## src/hdl/sbpr_pkg.sv

```systemverilog
package sbpr_pkg;

  localparam int NumSamples = 5;
  localparam int SampleW    = 6;

  typedef logic [SampleW-1:0] sample_t;
  typedef sample_t [NumSamples-1:0] sample_arr_t;

  localparam logic [1:0] OP_POLL   = 2'd1;
  localparam logic [1:0] OP_DETECT = 2'd2;

  localparam logic [1:0] KIND_ONE   = 2'd0;
  localparam logic [1:0] KIND_TWO   = 2'd1;
  localparam logic [1:0] KIND_THREE = 2'd2;
  localparam logic [1:0] KIND_SIX   = 2'd3;

  localparam int SMP_A = 0;
  localparam int SMP_B = 1;
  localparam int SMP_C = 2;
  localparam int SMP_D = 3;
  localparam int SMP_E = 4;

  localparam logic [2:0] HP_A    = 3'd0;
  localparam logic [2:0] HP_B    = 3'd1;
  localparam logic [2:0] HP_D    = 3'd3;
  localparam logic [2:0] HP_E    = 3'd5;
  localparam logic [2:0] HP_C    = 3'd6;
  localparam logic [2:0] HP_LAST = 3'd7;

  localparam logic [3:0] NIB_MULTITAP  = 4'h3;
  localparam logic [3:0] NIB_IDLE      = 4'hf;
  localparam sample_t    PINS_RELEASED = 6'h3f;

  localparam logic [7:0] AXIS_MIN = 8'd0;
  localparam logic [7:0] AXIS_MID = 8'h80;
  localparam logic [7:0] AXIS_MAX = 8'hff;

  localparam logic [15:0] PHASE_TICKS_RST = 16'd20;

  typedef struct packed {
    logic [3:0]  step;
    logic [15:0] tick;
    logic [1:0]  kind;
    logic [23:0] prev;
    logic        first;
    logic        det;
    logic        mt;
  } ctl_t;

  typedef struct packed {
    logic       sel;
    logic       busy;
    logic       valid;
    logic [7:0] x;
    logic [7:0] y;
    logic [7:0] btn;
    logic       changed;
    logic [1:0] kind;
    logic       mt;
  } res_t;

endpackage

```

## src/hdl/sbpr_step.sv

```systemverilog
module sbpr_step (
  input  sbpr_pkg::ctl_t        ctl,
  input  sbpr_pkg::sample_arr_t smp,
  input  logic [15:0]           phase_ticks,
  input  logic [1:0]            operation,
  input  logic [5:0]            pad_pins,
  output sbpr_pkg::ctl_t        ctl_nxt,
  output sbpr_pkg::sample_arr_t smp_nxt,
  output sbpr_pkg::res_t        res
);
  import sbpr_pkg::*;

  logic        start;
  logic [3:0]  step_e;
  logic [15:0] tick_e;
  logic        det_e;
  logic [2:0]  h;
  logic [15:0] limit;
  logic        done;
  logic        single;
  logic        last;
  sample_t     d0;
  sample_t     d1;
  sample_t     d2;
  logic [7:0]  rx;
  logic [7:0]  ry;
  logic [7:0]  rbtn;
  logic [23:0] rep;
  logic [1:0]  cls_kind;
  logic        cls_mt;

  assign start  = (ctl.step == '0) && (operation == OP_POLL || operation == OP_DETECT);
  assign step_e = start ? 4'd1 : ctl.step;
  assign tick_e = start ? '0 : ctl.tick;
  assign det_e  = start ? (operation == OP_DETECT) : ctl.det;
  assign h      = 3'(step_e - 4'd1);
  assign limit  = (phase_ticks == '0) ? 16'd1 : phase_ticks;
  assign done   = ({1'b0, tick_e} + 17'd1) >= {1'b0, limit};
  assign single = !det_e && (ctl.kind == KIND_ONE || ctl.kind == KIND_TWO);
  assign last   = (single && h == HP_A) || h == HP_LAST;

  // classify from the stored samples
  always_comb begin
    cls_kind = KIND_TWO;
    cls_mt   = 1'b0;
    if (smp[SMP_A][3:0] == NIB_MULTITAP) begin
      cls_mt = 1'b1;
    end else begin
      if (smp[SMP_A][3:0] == NIB_IDLE && smp[SMP_B][3:0] == NIB_MULTITAP) begin
        if (smp[SMP_D][3:0] != NIB_MULTITAP || smp[SMP_E][3:0] != NIB_MULTITAP) begin
          cls_kind = KIND_SIX;
        end else begin
          cls_kind = KIND_THREE;
        end
      end
      if (!smp[SMP_B][5]) begin
        cls_kind = KIND_SIX;
      end
    end
  end

  // build report, with the single-phase sample substitution
  always_comb begin
    d0   = ~(single ? pad_pins : smp[SMP_A]);
    d1   = ~(single ? PINS_RELEASED : smp[SMP_B]);
    d2   = ~(single ? PINS_RELEASED : smp[SMP_C]);
    rx   = AXIS_MID;
    ry   = AXIS_MID;
    rbtn = '0;
    if (d0[0]) ry = AXIS_MIN;
    if (d0[1]) ry = AXIS_MAX;
    if (d0[2]) rx = AXIS_MIN;
    if (d0[3]) rx = AXIS_MAX;
    if (ctl.kind == KIND_THREE || ctl.kind == KIND_SIX) begin
      rbtn[0] = d1[4];
      rbtn[1] = d0[4];
      rbtn[2] = d0[5];
      rbtn[3] = d1[5];
      if (ctl.kind == KIND_SIX) begin
        rbtn[4] = d2[2];
        rbtn[5] = d2[1];
        rbtn[6] = d2[0];
        rbtn[7] = d2[3];
      end
    end else begin
      rbtn[0] = d0[4];
      rbtn[1] = d0[5];
    end
    rep = {rbtn, ry, rx};
  end

  always_comb begin
    ctl_nxt      = ctl;
    ctl_nxt.step = step_e;
    ctl_nxt.tick = tick_e;
    ctl_nxt.det  = det_e;
    smp_nxt      = smp;
    res          = '0;
    res.sel      = 1'b1;
    if (step_e != '0) begin
      res.busy = 1'b1;
      res.sel  = !h[0];
      if (done) begin
        case (h)
          HP_A:    smp_nxt[SMP_A] = pad_pins;
          HP_B:    smp_nxt[SMP_B] = pad_pins;
          HP_D:    smp_nxt[SMP_D] = pad_pins;
          HP_E:    smp_nxt[SMP_E] = pad_pins;
          HP_C:    smp_nxt[SMP_C] = pad_pins;
          default: ;
        endcase
        ctl_nxt.tick = '0;
        if (last) begin
          if (single) begin
            smp_nxt[SMP_B] = PINS_RELEASED;
            smp_nxt[SMP_C] = PINS_RELEASED;
          end
          if (det_e) begin
            ctl_nxt.det  = 1'b0;
            ctl_nxt.kind = cls_kind;
            ctl_nxt.mt   = cls_mt;
            ctl_nxt.step = cls_mt ? 4'd0 : 4'd1;
          end else begin
            res.valid     = 1'b1;
            res.x         = rx;
            res.y         = ry;
            res.btn       = rbtn;
            res.changed   = ctl.first || (rep != ctl.prev);
            ctl_nxt.prev  = rep;
            ctl_nxt.first = 1'b0;
            ctl_nxt.step  = '0;
          end
        end else begin
          ctl_nxt.step = {1'b0, h} + 4'd2;
        end
      end else begin
        ctl_nxt.tick = tick_e + 16'd1;
      end
    end
    res.kind = ctl_nxt.kind;
    res.mt   = ctl_nxt.mt;
  end

endmodule

```

## src/hdl/six_button_pad_reader_core.sv

```systemverilog
// Six-button pad reader. Each input word is one tick of the time base and
// carries the pad pins; each tick gives exactly one output word with the
// select level, busy flag and, on the tick that ends a poll, the report.
// The block takes one word per clock while the output is not stalled, and
// passes it through an input register, one pass of tick logic, and an output
// register. While the output word is stalled the input register takes one
// more word, then the input stalls until the output moves. Write phase_ticks
// only while no word is in flight.
module six_button_pad_reader_core (
  input  logic        clk,
  input  logic        rst_n,
  input  logic        in_valid,
  output logic        in_stall,
  input  logic [1:0]  in_operation,
  input  logic [5:0]  in_pad_pins,
  output logic        out_valid,
  input  logic        out_stall,
  output logic        out_select_level,
  output logic        out_busy_res,
  output logic        out_report_valid,
  output logic [7:0]  out_stick_x,
  output logic [7:0]  out_stick_y,
  output logic [7:0]  out_button_byte,
  output logic        out_report_changed,
  output logic [1:0]  out_pad_kind,
  output logic        out_multitap_found,
  input  logic        cfg_valid,
  output logic        cfg_ready,
  input  logic [15:0] cfg_data
);
  import sbpr_pkg::*;

  logic        s1_valid_r;
  logic [1:0]  s1_op_r;
  logic [5:0]  s1_pins_r;
  logic        out_valid_r;
  res_t        res_r;
  res_t        res_nxt;
  ctl_t        ctl_r;
  ctl_t        ctl_nxt;
  sample_arr_t smp_r;
  sample_arr_t smp_nxt;
  logic [15:0] phase_ticks_r;
  logic        advance;

  assign advance   = s1_valid_r && (!out_valid_r || !out_stall);
  assign in_stall  = s1_valid_r && !advance;
  assign cfg_ready = 1'b1;

  sbpr_step u_step (
    .ctl         (ctl_r),
    .smp         (smp_r),
    .phase_ticks (phase_ticks_r),
    .operation   (s1_op_r),
    .pad_pins    (s1_pins_r),
    .ctl_nxt     (ctl_nxt),
    .smp_nxt     (smp_nxt),
    .res         (res_nxt)
  );

  always_ff @(posedge clk) begin
    if (!rst_n) begin
      s1_valid_r    <= 1'b0;
      out_valid_r   <= 1'b0;
      phase_ticks_r <= PHASE_TICKS_RST;
      ctl_r         <= '{step: '0, tick: '0, kind: KIND_THREE, prev: '0,
                         first: 1'b1, det: 1'b0, mt: 1'b0};
    end else begin
      if (!in_stall) begin
        s1_valid_r <= in_valid;
      end
      if (advance) begin
        out_valid_r <= 1'b1;
        ctl_r       <= ctl_nxt;
      end else if (!out_stall) begin
        out_valid_r <= 1'b0;
      end
      if (cfg_valid && cfg_ready) begin
        phase_ticks_r <= cfg_data;
      end
    end
  end

  always_ff @(posedge clk) begin
    if (in_valid && !in_stall) begin
      s1_op_r   <= in_operation;
      s1_pins_r <= in_pad_pins;
    end
    if (advance) begin
      res_r <= res_nxt;
      smp_r <= smp_nxt;
    end
  end

  assign out_valid          = out_valid_r;
  assign out_select_level   = res_r.sel;
  assign out_busy_res       = res_r.busy;
  assign out_report_valid   = res_r.valid;
  assign out_stick_x        = res_r.x;
  assign out_stick_y        = res_r.y;
  assign out_button_byte    = res_r.btn;
  assign out_report_changed = res_r.changed;
  assign out_pad_kind       = res_r.kind;
  assign out_multitap_found = res_r.mt;

endmodule

```

## config.mk

```make
export PLATFORM = sky130hd
export DESIGN_NAME = six_button_pad_reader_core
export DESIGN_NICKNAME = d
export VERILOG_FILES = /design/src/hdl/sbpr_pkg.sv /design/src/hdl/sbpr_step.sv /design/src/hdl/six_button_pad_reader_core.sv
export SDC_FILE = /design/constraint.sdc
export NUM_CORES = 1
export LEC_CHECK = 0
export BUFFER_PORTS_ARGS = -buffer_cell sky130_fd_sc_hd__clkbuf_2
export CAP_MARGIN = 5
export CELL_PAD_IN_SITES_DETAIL_PLACEMENT = 1
export CELL_PAD_IN_SITES_GLOBAL_PLACEMENT = 2
export CORE_MARGIN = 3
export CORE_UTILIZATION = 25
export DETAILED_ROUTE_END_ITERATION = 10
export PLACE_DENSITY = 0.57
export SETUP_SLACK_MARGIN = 0.2
export SYNTH_ARGS = -nofsm -noshare
export SYNTH_HDL_FRONTEND = slang
export SYNTH_HIERARCHICAL = 1
export SYNTH_SLANG_ARGS = --single-unit
```

## constraint.sdc

```tcl
create_clock -name clk -period 4.7 [get_ports clk]
set_input_delay 0.47 -clock clk [delete_from_list [all_inputs] [get_ports clk]]
set_output_delay 0.47 -clock clk [all_outputs]
set_load 0.1 [all_outputs]
```

Yosys cells after proc, flatten, opt, wreduce, memory -nomap -nowiden
Cells that the tools add are included.

Word-level logic and storage cells: 127. Flip-flop bits (word level): 132. Bits of input ports: 29.

Reduce and logical (&&, ||, !) cells: 32. Add/subtract/negate cells: 4. Multiplexer cells: 40. Bitwise logic cells: 7. $lt $le $gt $ge: 1. Equal/unequal tests: 17.

Operators with widths (count): 26-bit 2-to-1 mux (3); 29-bit 2-to-1 mux (2); 49-bit 2-to-1 mux (1); 16-bit 2-to-1 mux (3); 8-bit 2-to-1 mux (4); 6-bit 2-to-1 mux (5); 27-bit 2-to-1 mux (1); 25-bit 2-to-1 mux (1); 12-bit 2-to-1 mux (2); 4-bit 2-to-1 mux (6); 24-bit != test (1); 16-bit by 1-bit adder with 17-bit output (second input constant) (1); 17-bit by 16-bit >= comparator with 1-bit output (1); 16-bit by 1-bit adder with 16-bit output (second input constant) (1); 16-bit zero test (1); 6-bit NOT (2); 4-bit AND reduction (3); 2-bit 2-to-1 mux (5); 3-bit == test (second input constant) (3); 4-bit by 2-bit == test with 1-bit output (second input constant) (2); 4-bit by 2-bit != test with 1-bit output (second input constant) (2); 1-bit logical AND (7); 1-bit logical OR (7); 1-bit 2-to-1 mux (7); 18 further kinds (30).

Logic depth before layout (Yosys ltp)
Gate-level depths: netlist of run 1.

Depth in word-level cells: 16. Mapped depth: 25. Mapped depth without buffers: 22.

Cells and area by module
Netlist of run 1, hierarchy kept.

Modules (own cells, without submodules): six_button_pad_reader_core (area each 4793.3 um^2, sequential area each 3413.3 um^2, cells each 344, instances 1); sbpr_step (area each 2909.0 um^2, sequential area each 0.0 um^2, cells each 428, instances 1).

Worst setup path after synthesis of run 1
OpenSTA, ideal clock, no wires.

Path type: register -> register. Start point: register s1_op_r[1] (netlist name). End point: register smp_r[0] (netlist bit), data pin. Setup slack: -86 ps. Buffers on the path: 2. Arrival: 4526 ps. Cell stages (with the launch flop): 22. Period minus slack after synthesis: 4786 ps. Cells stage by stage: edfxtp_1 > ha_1 > nor3_1 > nand2_1 > clkbuf_1 > and2_1 > ha_1 > nand4_1 > nor3_1 > and3_1 > nand3_1 > xor2_1 > nor2_1 > ha_1 > nand3_1 > nor4_1 > a221oi_1 > o211ai_1 > buf_4 > nand2_2 > nor3_1 > mux2_2.

RTL lines: to (signal assigned) (line six_button_pad_reader_core.sv:91) `smp_r <= smp_nxt;`; to (decl) (line six_button_pad_reader_core.sv:41) `sample_arr_t smp_r;`.

==> results of run 1 <==
cell type report:
type	instances	area, um2	area share (%)
Inverter	33	126	1.40
Timing Repair Buffer	106	664	7.36
Tap cell	384	480	5.32
Sequential cell	130	3230	35.8
Multi-Input combinational cell	535	3870	42.9
Clock inverter	14	214	2.37
Clock buffer	18	439	4.86
through the flow:
stage	worst slack [ns]	instances	util [%]	TNS, ns
2_1_floorplan	0.228	758	-	0
3_3_place_gp	0.135	1176	27.8	0
3_5_place_dp	-0.124	1176	27.8	-1.48
4_1_cts	0.166	1210	30.3	0
5_1_grt	0.105	1220	31.1	0
6_report	0.363	1220	31.1	0
layer usage:
| layer | wire [um] | GRT usage (%) | vias up |
|---|---|---|---|
| li1 | - | - | 2800 |
| met1 | 9180 | 16.3 | 2838 |
| met2 | 10200 | 22.2 | 71 |
| met3 | 574 | 2.62 | 23 |
| met4 | 365 | 4.19 | 0 |
| met5 | 0 | 0 | - |
power by group:
| group | total (uW) | internal (uW) | switching [uW] |
|---|---|---|---|
| sequential | 1250 | 1220 | 27.1 |
| clock | 1500 | 923 | 574 |
| combinational | 350 | 104 | 246 |
state kept, by name, summed over array words and instances, names as in the netlist:
signal	cells
out_pad_kind	2
smp_r	24
out_report_valid	1
out_stick_y	8
s1_valid_r	1
out_report_changed	1
out_busy_res	1
out_valid	1
out_select_level	1
out_button_byte	8
s1_pins_r	6
out_stick_x	8
s1_op_r	2
phase_ticks_r	16
ctl_r	49
out_multitap_found	1
placed cells by master, fill, tap and decap left out, types with 8 or more instances in the layout:
cell and count:
a21o_1 22, a21oi_1 14, buf_4 41, clkbuf_16 17, clkbuf_2 60, dfxtp_1 67, edfxtp_1 63, ha_1 21
inv_1 32, mux2_2 16, mux2i_1 70, nand2_1 124, nand3_1 25, nand4_1 12, nor2_1 32, nor2b_1 24
nor3_1 9, o21ai_0 18, o32a_1 8, xnor2_1 13, xor2_1 8
final timing paths:
kind	from	to	depth (start not counted)
setup / recovery	s1_op_r[1]$_DFFE_PP_	smp_r[24]$_DFFE_PP_	21
hold / removal	in_pad_pins[4]	s1_pins_r[4]$_DFFE_PP_	1
setup reg to reg	s1_op_r[1]$_DFFE_PP_	smp_r[24]$_DFFE_PP_	21
hold reg to reg	ctl_r[0]$_SDFFE_PN0P_	ctl_r[0]$_SDFFE_PN0P_	2
what timing repair did:
item / in CTS / in global routing
pin swaps: 2 / 28
setup buffers: 2 / 10
endpoints found under the setup margin: 80 / 99
gates resized for setup: 13 / 36
hold buffers: 0 / 0
==> run summary, run 1 <==
Worst Setup End Kind: flop
Port bufs: 61
Pwr per Cell Area: 343 nW/um2
CP Cell Sequence: ha_4 > nor3_4 > nand2_2 > and2_4 > ha_4 > nand4_1 > buf_4 > nor2_4 > buf_6 > xnor2_2 > nor2_1 > ha_1 > nand4_1 > o31ai_2 > a2111oi_2 > o211ai_1 > buf_4 > buf_4 > nand2_4 > nor2_2 > mux2_2
Min-delay worst type: primary input to flop
Skew final: 0.0119 ns
Die area: 31900 um2
Htree depth: 4
Detailed Routing Iterations Pass 1: 4
Final WL: 20300 um
DRC Markers: 0
CTS tree: yes
Wirelength per Cell: 16.7 um
# diodes: 0
Critical Path RT: 4.88 ns
Die width: 179 um
Fraction of layout cells with a size suffix above 1: 24.0%
FP Rows: 62
Final hold violations: 0
Crit share post-route: 92.3%
Relative slew slack: 22.8%
Clk Latency, worst-skew pair: 0.43 ns
Largest stage delay, worst path: 0.43 ns
CP Launch Type: flop
Clock Sinks: 130
Cell area after layout: 9030 um2
DP HPWL: 14500 um
Critical Path AT: 4.52 ns
Slowest cell on the critical path: edfxtp_1
Tot GR Track Use: 13.0%
Crit path max-delay family: simple AND/OR/NAND/NOR gates
CTS root buffer: clkbuf_16
Initial antenna violation count: 0
Final net count: 876
Vias: 5732
Slew @ Worst Pin: 1.16 ns
R2R setup slack: 0.36 ns
Fillers: 3292
Post-Syn Instances: 758
Tot Pwr: 3100 uW
Drt initial violations: 260
Largest net degree at the start of global routing: 74
Hold WS: 0.216 ns
Outcome: completed
Static Leak: 0.00346 uW
Fin crit period: 4.34 ns
Mean post-synth cell area: 9.82 um2
VDD IR-drop max: 0.000221 V
Setup-failing EPs final: 0
Area grow syn2layout: 21.3%
Via-to-Cell Ratio: 4.70
Core area: 29000 um2
RSZ-0062 raised after global routing: true
Worst Path Max Fanout: 8
DIE HEIGHT: 179 um
Crit path top cell by count: buf_4
First-pass GRT wire length: 32400 um
Placed cell areas: 8070 um2
Syn nets: 811
CP Buf/Inv Count: 4
Total grt overflow: 0
ANT nets after route: 0
Max-Cap Viols: 0
Slew Limit Fails: 0
Fmax: 231 MHz
Critical path class: flop to flop
Initial Utilization: 25.7%
Max clock buf depth: 2
Clk slew on worst S/H paths: 0.07 ns
Synthesized area: 7440 um2
I/O pin count: 63
Warnings from Yosys: 6
Num CTS Buffers: 17
Routability-driven placement congestion ratio: 0.784
Number of global-route vias before repair: 5998
Note: power is estimated with default switching activity, not from simulation.
==> run 2, diff against run 1 <==
--- a/config.mk
+++ b/config.mk
@@ -12,9 +12,9 @@
 export CORE_MARGIN = 3
 export CORE_UTILIZATION = 25
 export DETAILED_ROUTE_END_ITERATION = 10
-export PLACE_DENSITY = 0.57
+export MAX_ROUTING_LAYER = met4
+export PLACE_DENSITY = 0.58
 export SETUP_SLACK_MARGIN = 0.2
 export SYNTH_ARGS = -nofsm -noshare
 export SYNTH_HDL_FRONTEND = slang
-export SYNTH_HIERARCHICAL = 1
 export SYNTH_SLANG_ARGS = --single-unit
==> run summary, run 2 <==
Static Leak: 0.00264 uW
Vias: 4345
Gate power share: 13.3%
Number of flip-flops in the largest register: 37
CP Launch Type: flop
Commonest cells in the synthesized netlist: nand2_1 (65), dfxtp_1 (55), edfxtp_1 (51)
Port bufs: 61
Setup-failing EPs final: 0
Post-synth cell types: 64
Routability-driven placement congestion ratio: 0.777
Skew final: 0.00994 ns
Mean post-synth cell area: 9.98 um2
I/O pin count: 63
Initial antenna violation count: 0
EDFF count, synth: 51
Clock power frac: 37.4%
Area contributors post-synth: edfxtp_1 (27%), dfxtp_1 (20%), mux2i_1 (7.9%)
Top flop regs: ctl_r: 37 flops, smp_r: 24 flops, phase_ticks_r: 16 flops
Commonest cells after routing, fill and taps aside: nand2_1 (63), clkbuf_2 (61), dfxtp_1 (55)
Num CTS Buffers: 9
Slowest cell on the critical path: or4_4
Area grow syn2layout: 18.5%
Clk slew on worst S/H paths: 0.08 ns
Sequential Power Share: 49.3%
CTS Hold Bufs: 0
Synth Register Bits: 106
Largest net degree at the start of global routing: 32
Core area: 21500 um2
Clk Latency, worst-skew pair: 0.36 ns
First-pass GRT wire length: 24600 um
CP Buf/Inv Count: 0
Crit path max-delay family: simple AND/OR/NAND/NOR gates
CTS root buffer: clkbuf_16
Crit share post-route: 91.9%
VDD IR-drop max: 0.000159 V
Largest stage delay, worst path: 0.56 ns
Worst Path Max Fanout: 7
Most frequent cell after synthesis: nand2_1
Sequential element share of the synthesized area: 47.2%
Synthesized area: 5570 um2
Number of global-route vias before repair: 4428
Detailed Routing Iterations Pass 1: 5
Critical path class: flop to flop
RSZ-0062 raised after global routing: false
Die area: 24100 um2
CP Cell Sequence: ha_4 > nor3_4 > nand2_2 > and2_4 > ha_4 > nand4_4 > or3_1 > a21oi_1 > ha_1 > nand4_1 > nor3_1 > a211oi_2 > o211ai_4 > a21oi_4 > or4_4 > a22o_1
Post-Syn Instances: 558
Max clock buf depth: 2
Post-place setup slack: 0.0557 ns
DRC Markers: 0
DIE HEIGHT: 155 um
CTS tree: yes
FP Rows: 53
Total grt overflow: 0
Fin crit period: 4.32 ns
Die width: 155 um
Max-Cap Viols: 0
Fin Setup TNS: 0 ns
Slew @ Worst Pin: 0.795 ns
Syn nets: 609
DP HPWL: 11400 um
Wirelength per Cell: 17.3 um
Initial Utilization: 25.9%
Outcome: completed
Final net count: 664
Critical Path RT: 4.81 ns
Critical Path AT: 4.43 ns
Top reg by flops: ctl_r
Drt initial violations: 239
Fillers: 2446
Most common cell after layout, fill and taps aside: nand2_1
Ys async rst share: 0%
# diodes: 0
Tot GR Track Use: 13.2%
Worst Setup End Kind: flop
Via-to-Cell Ratio: 4.87
ANT nets after route: 0
P_int: 1450 uW
Warnings from Yosys: 0
Synth area leader: edfxtp_1
Fraction of layout cells with a size suffix above 1: 21.5%
Htree depth: 3
Fmax: 231 MHz
Pwr per Cell Area: 309 nW/um2
Tot Pwr: 2040 uW
Placed cell areas: 6140 um2
Ys flop type: dfxtp_1
Area of the multi-input gates: 2740 um2
Relative slew slack: 46.5%
Clock Sinks: 106
Synth top area share: 27.5%
Min-delay worst type: primary input to flop
Sw power: 591 uW
Slew Limit Fails: 0
Final WL: 15500 um
Net Sw Frac: 28.9%
Setup ws final: 0.379 ns
Register area: 2630 um2
Crit path top cell by count: ha_4
Cell area after layout: 6610 um2
Final hold violations: 0
-- run 2: cell families after synthesis --
group / synth area share [%]
other cells: 0.0673
xor+xnor: 3.46
compound gates: 11.9
flops: 47.2
buf+inv: 6.02
mux: 7.90
fa+ha+maj: 4.94
simple gates: 18.4
-- run 2: area by class of cell --
cell class / count / area share (%)
inverter: 30 / 1.70
tap: 275 / 5.21
timing repair buffer: 84 / 7.24
clock buffer: 10 / 3.62
sequential: 106 / 39.9
multi-input combinational: 382 / 41.5
clock inverter: 6 / 0.871
-- run 2: per-stage QoR --
stage / hold slack (ns) / util, % / std cells
after floorplan: 0.428 / - / 558
after global placement: 0.450 / 28.6 / 872
after detailed placement: 0.450 / 28.6 / 872
after CTS: 0.268 / 30.1 / 888
after global routing: 0.267 / 30.7 / 893
final: 0.288 / 30.7 / 893
-- run 2: power groups by stage --
stage / clock [uW] / sequential [uW] / combinational [uW]
finish: 764 / 1010 / 271
global route: 835 / 1010 / 296
CTS: 802 / 1010 / 258
detailed placement: 0 / 1030 / 254
global placement: 0 / 1030 / 252
floorplan: 0 / 1060 / 140
-- run 2: layer usage --
layer	routed length, um	vias up	global-route usage (%)
met2	6580	69	19.1
met1	8290	2158	19.2
met3	476	12	2.61
met5	0	-	-
li1	-	2106	-
met4	133	0	2.83
-- run 2: worst reg2reg max path, stage by stage, from the launching register on --
cell and delay, ns:
edfxtp_1 0.43, ha_4 0.30, nor3_4 0.04, nand2_2 0.09
and2_4 0.16, ha_4 0.16, nand4_4 0.17, or3_1 0.39
a21oi_1 0.25, ha_1 0.22, nand4_1 0.22, nor3_1 0.33
a211oi_2 0.12, o211ai_4 0.28, a21oi_4 0.14, or4_4 0.56
a22o_1 0.22
-- run 2: repair_timing --
item | CTS | global route
resized for setup | 4 | 20
pin swaps | 1 | 14
buffers inserted | 0 | 4
cloned | 0 | 1
setup endpoints to repair | 43 | 59
-- run 2: final timing paths --
kind / startpoint / to / slack (ns) / cells after the start
setup / recovery: s1_op_r[1]$_DFFE_PP_ / out_pad_kind[1]$_DFFE_PP_ / 0.38 / 16
hold / removal: in_pad_pins[0] / s1_pins_r[0]$_DFFE_PP_ / 0.29 / 1
setup reg to reg: s1_op_r[1]$_DFFE_PP_ / out_pad_kind[1]$_DFFE_PP_ / 0.38 / 16
hold reg to reg: ctl_r[2]$_SDFFE_PN1P_ / ctl_r[2]$_SDFFE_PN1P_ / 0.46 / 1
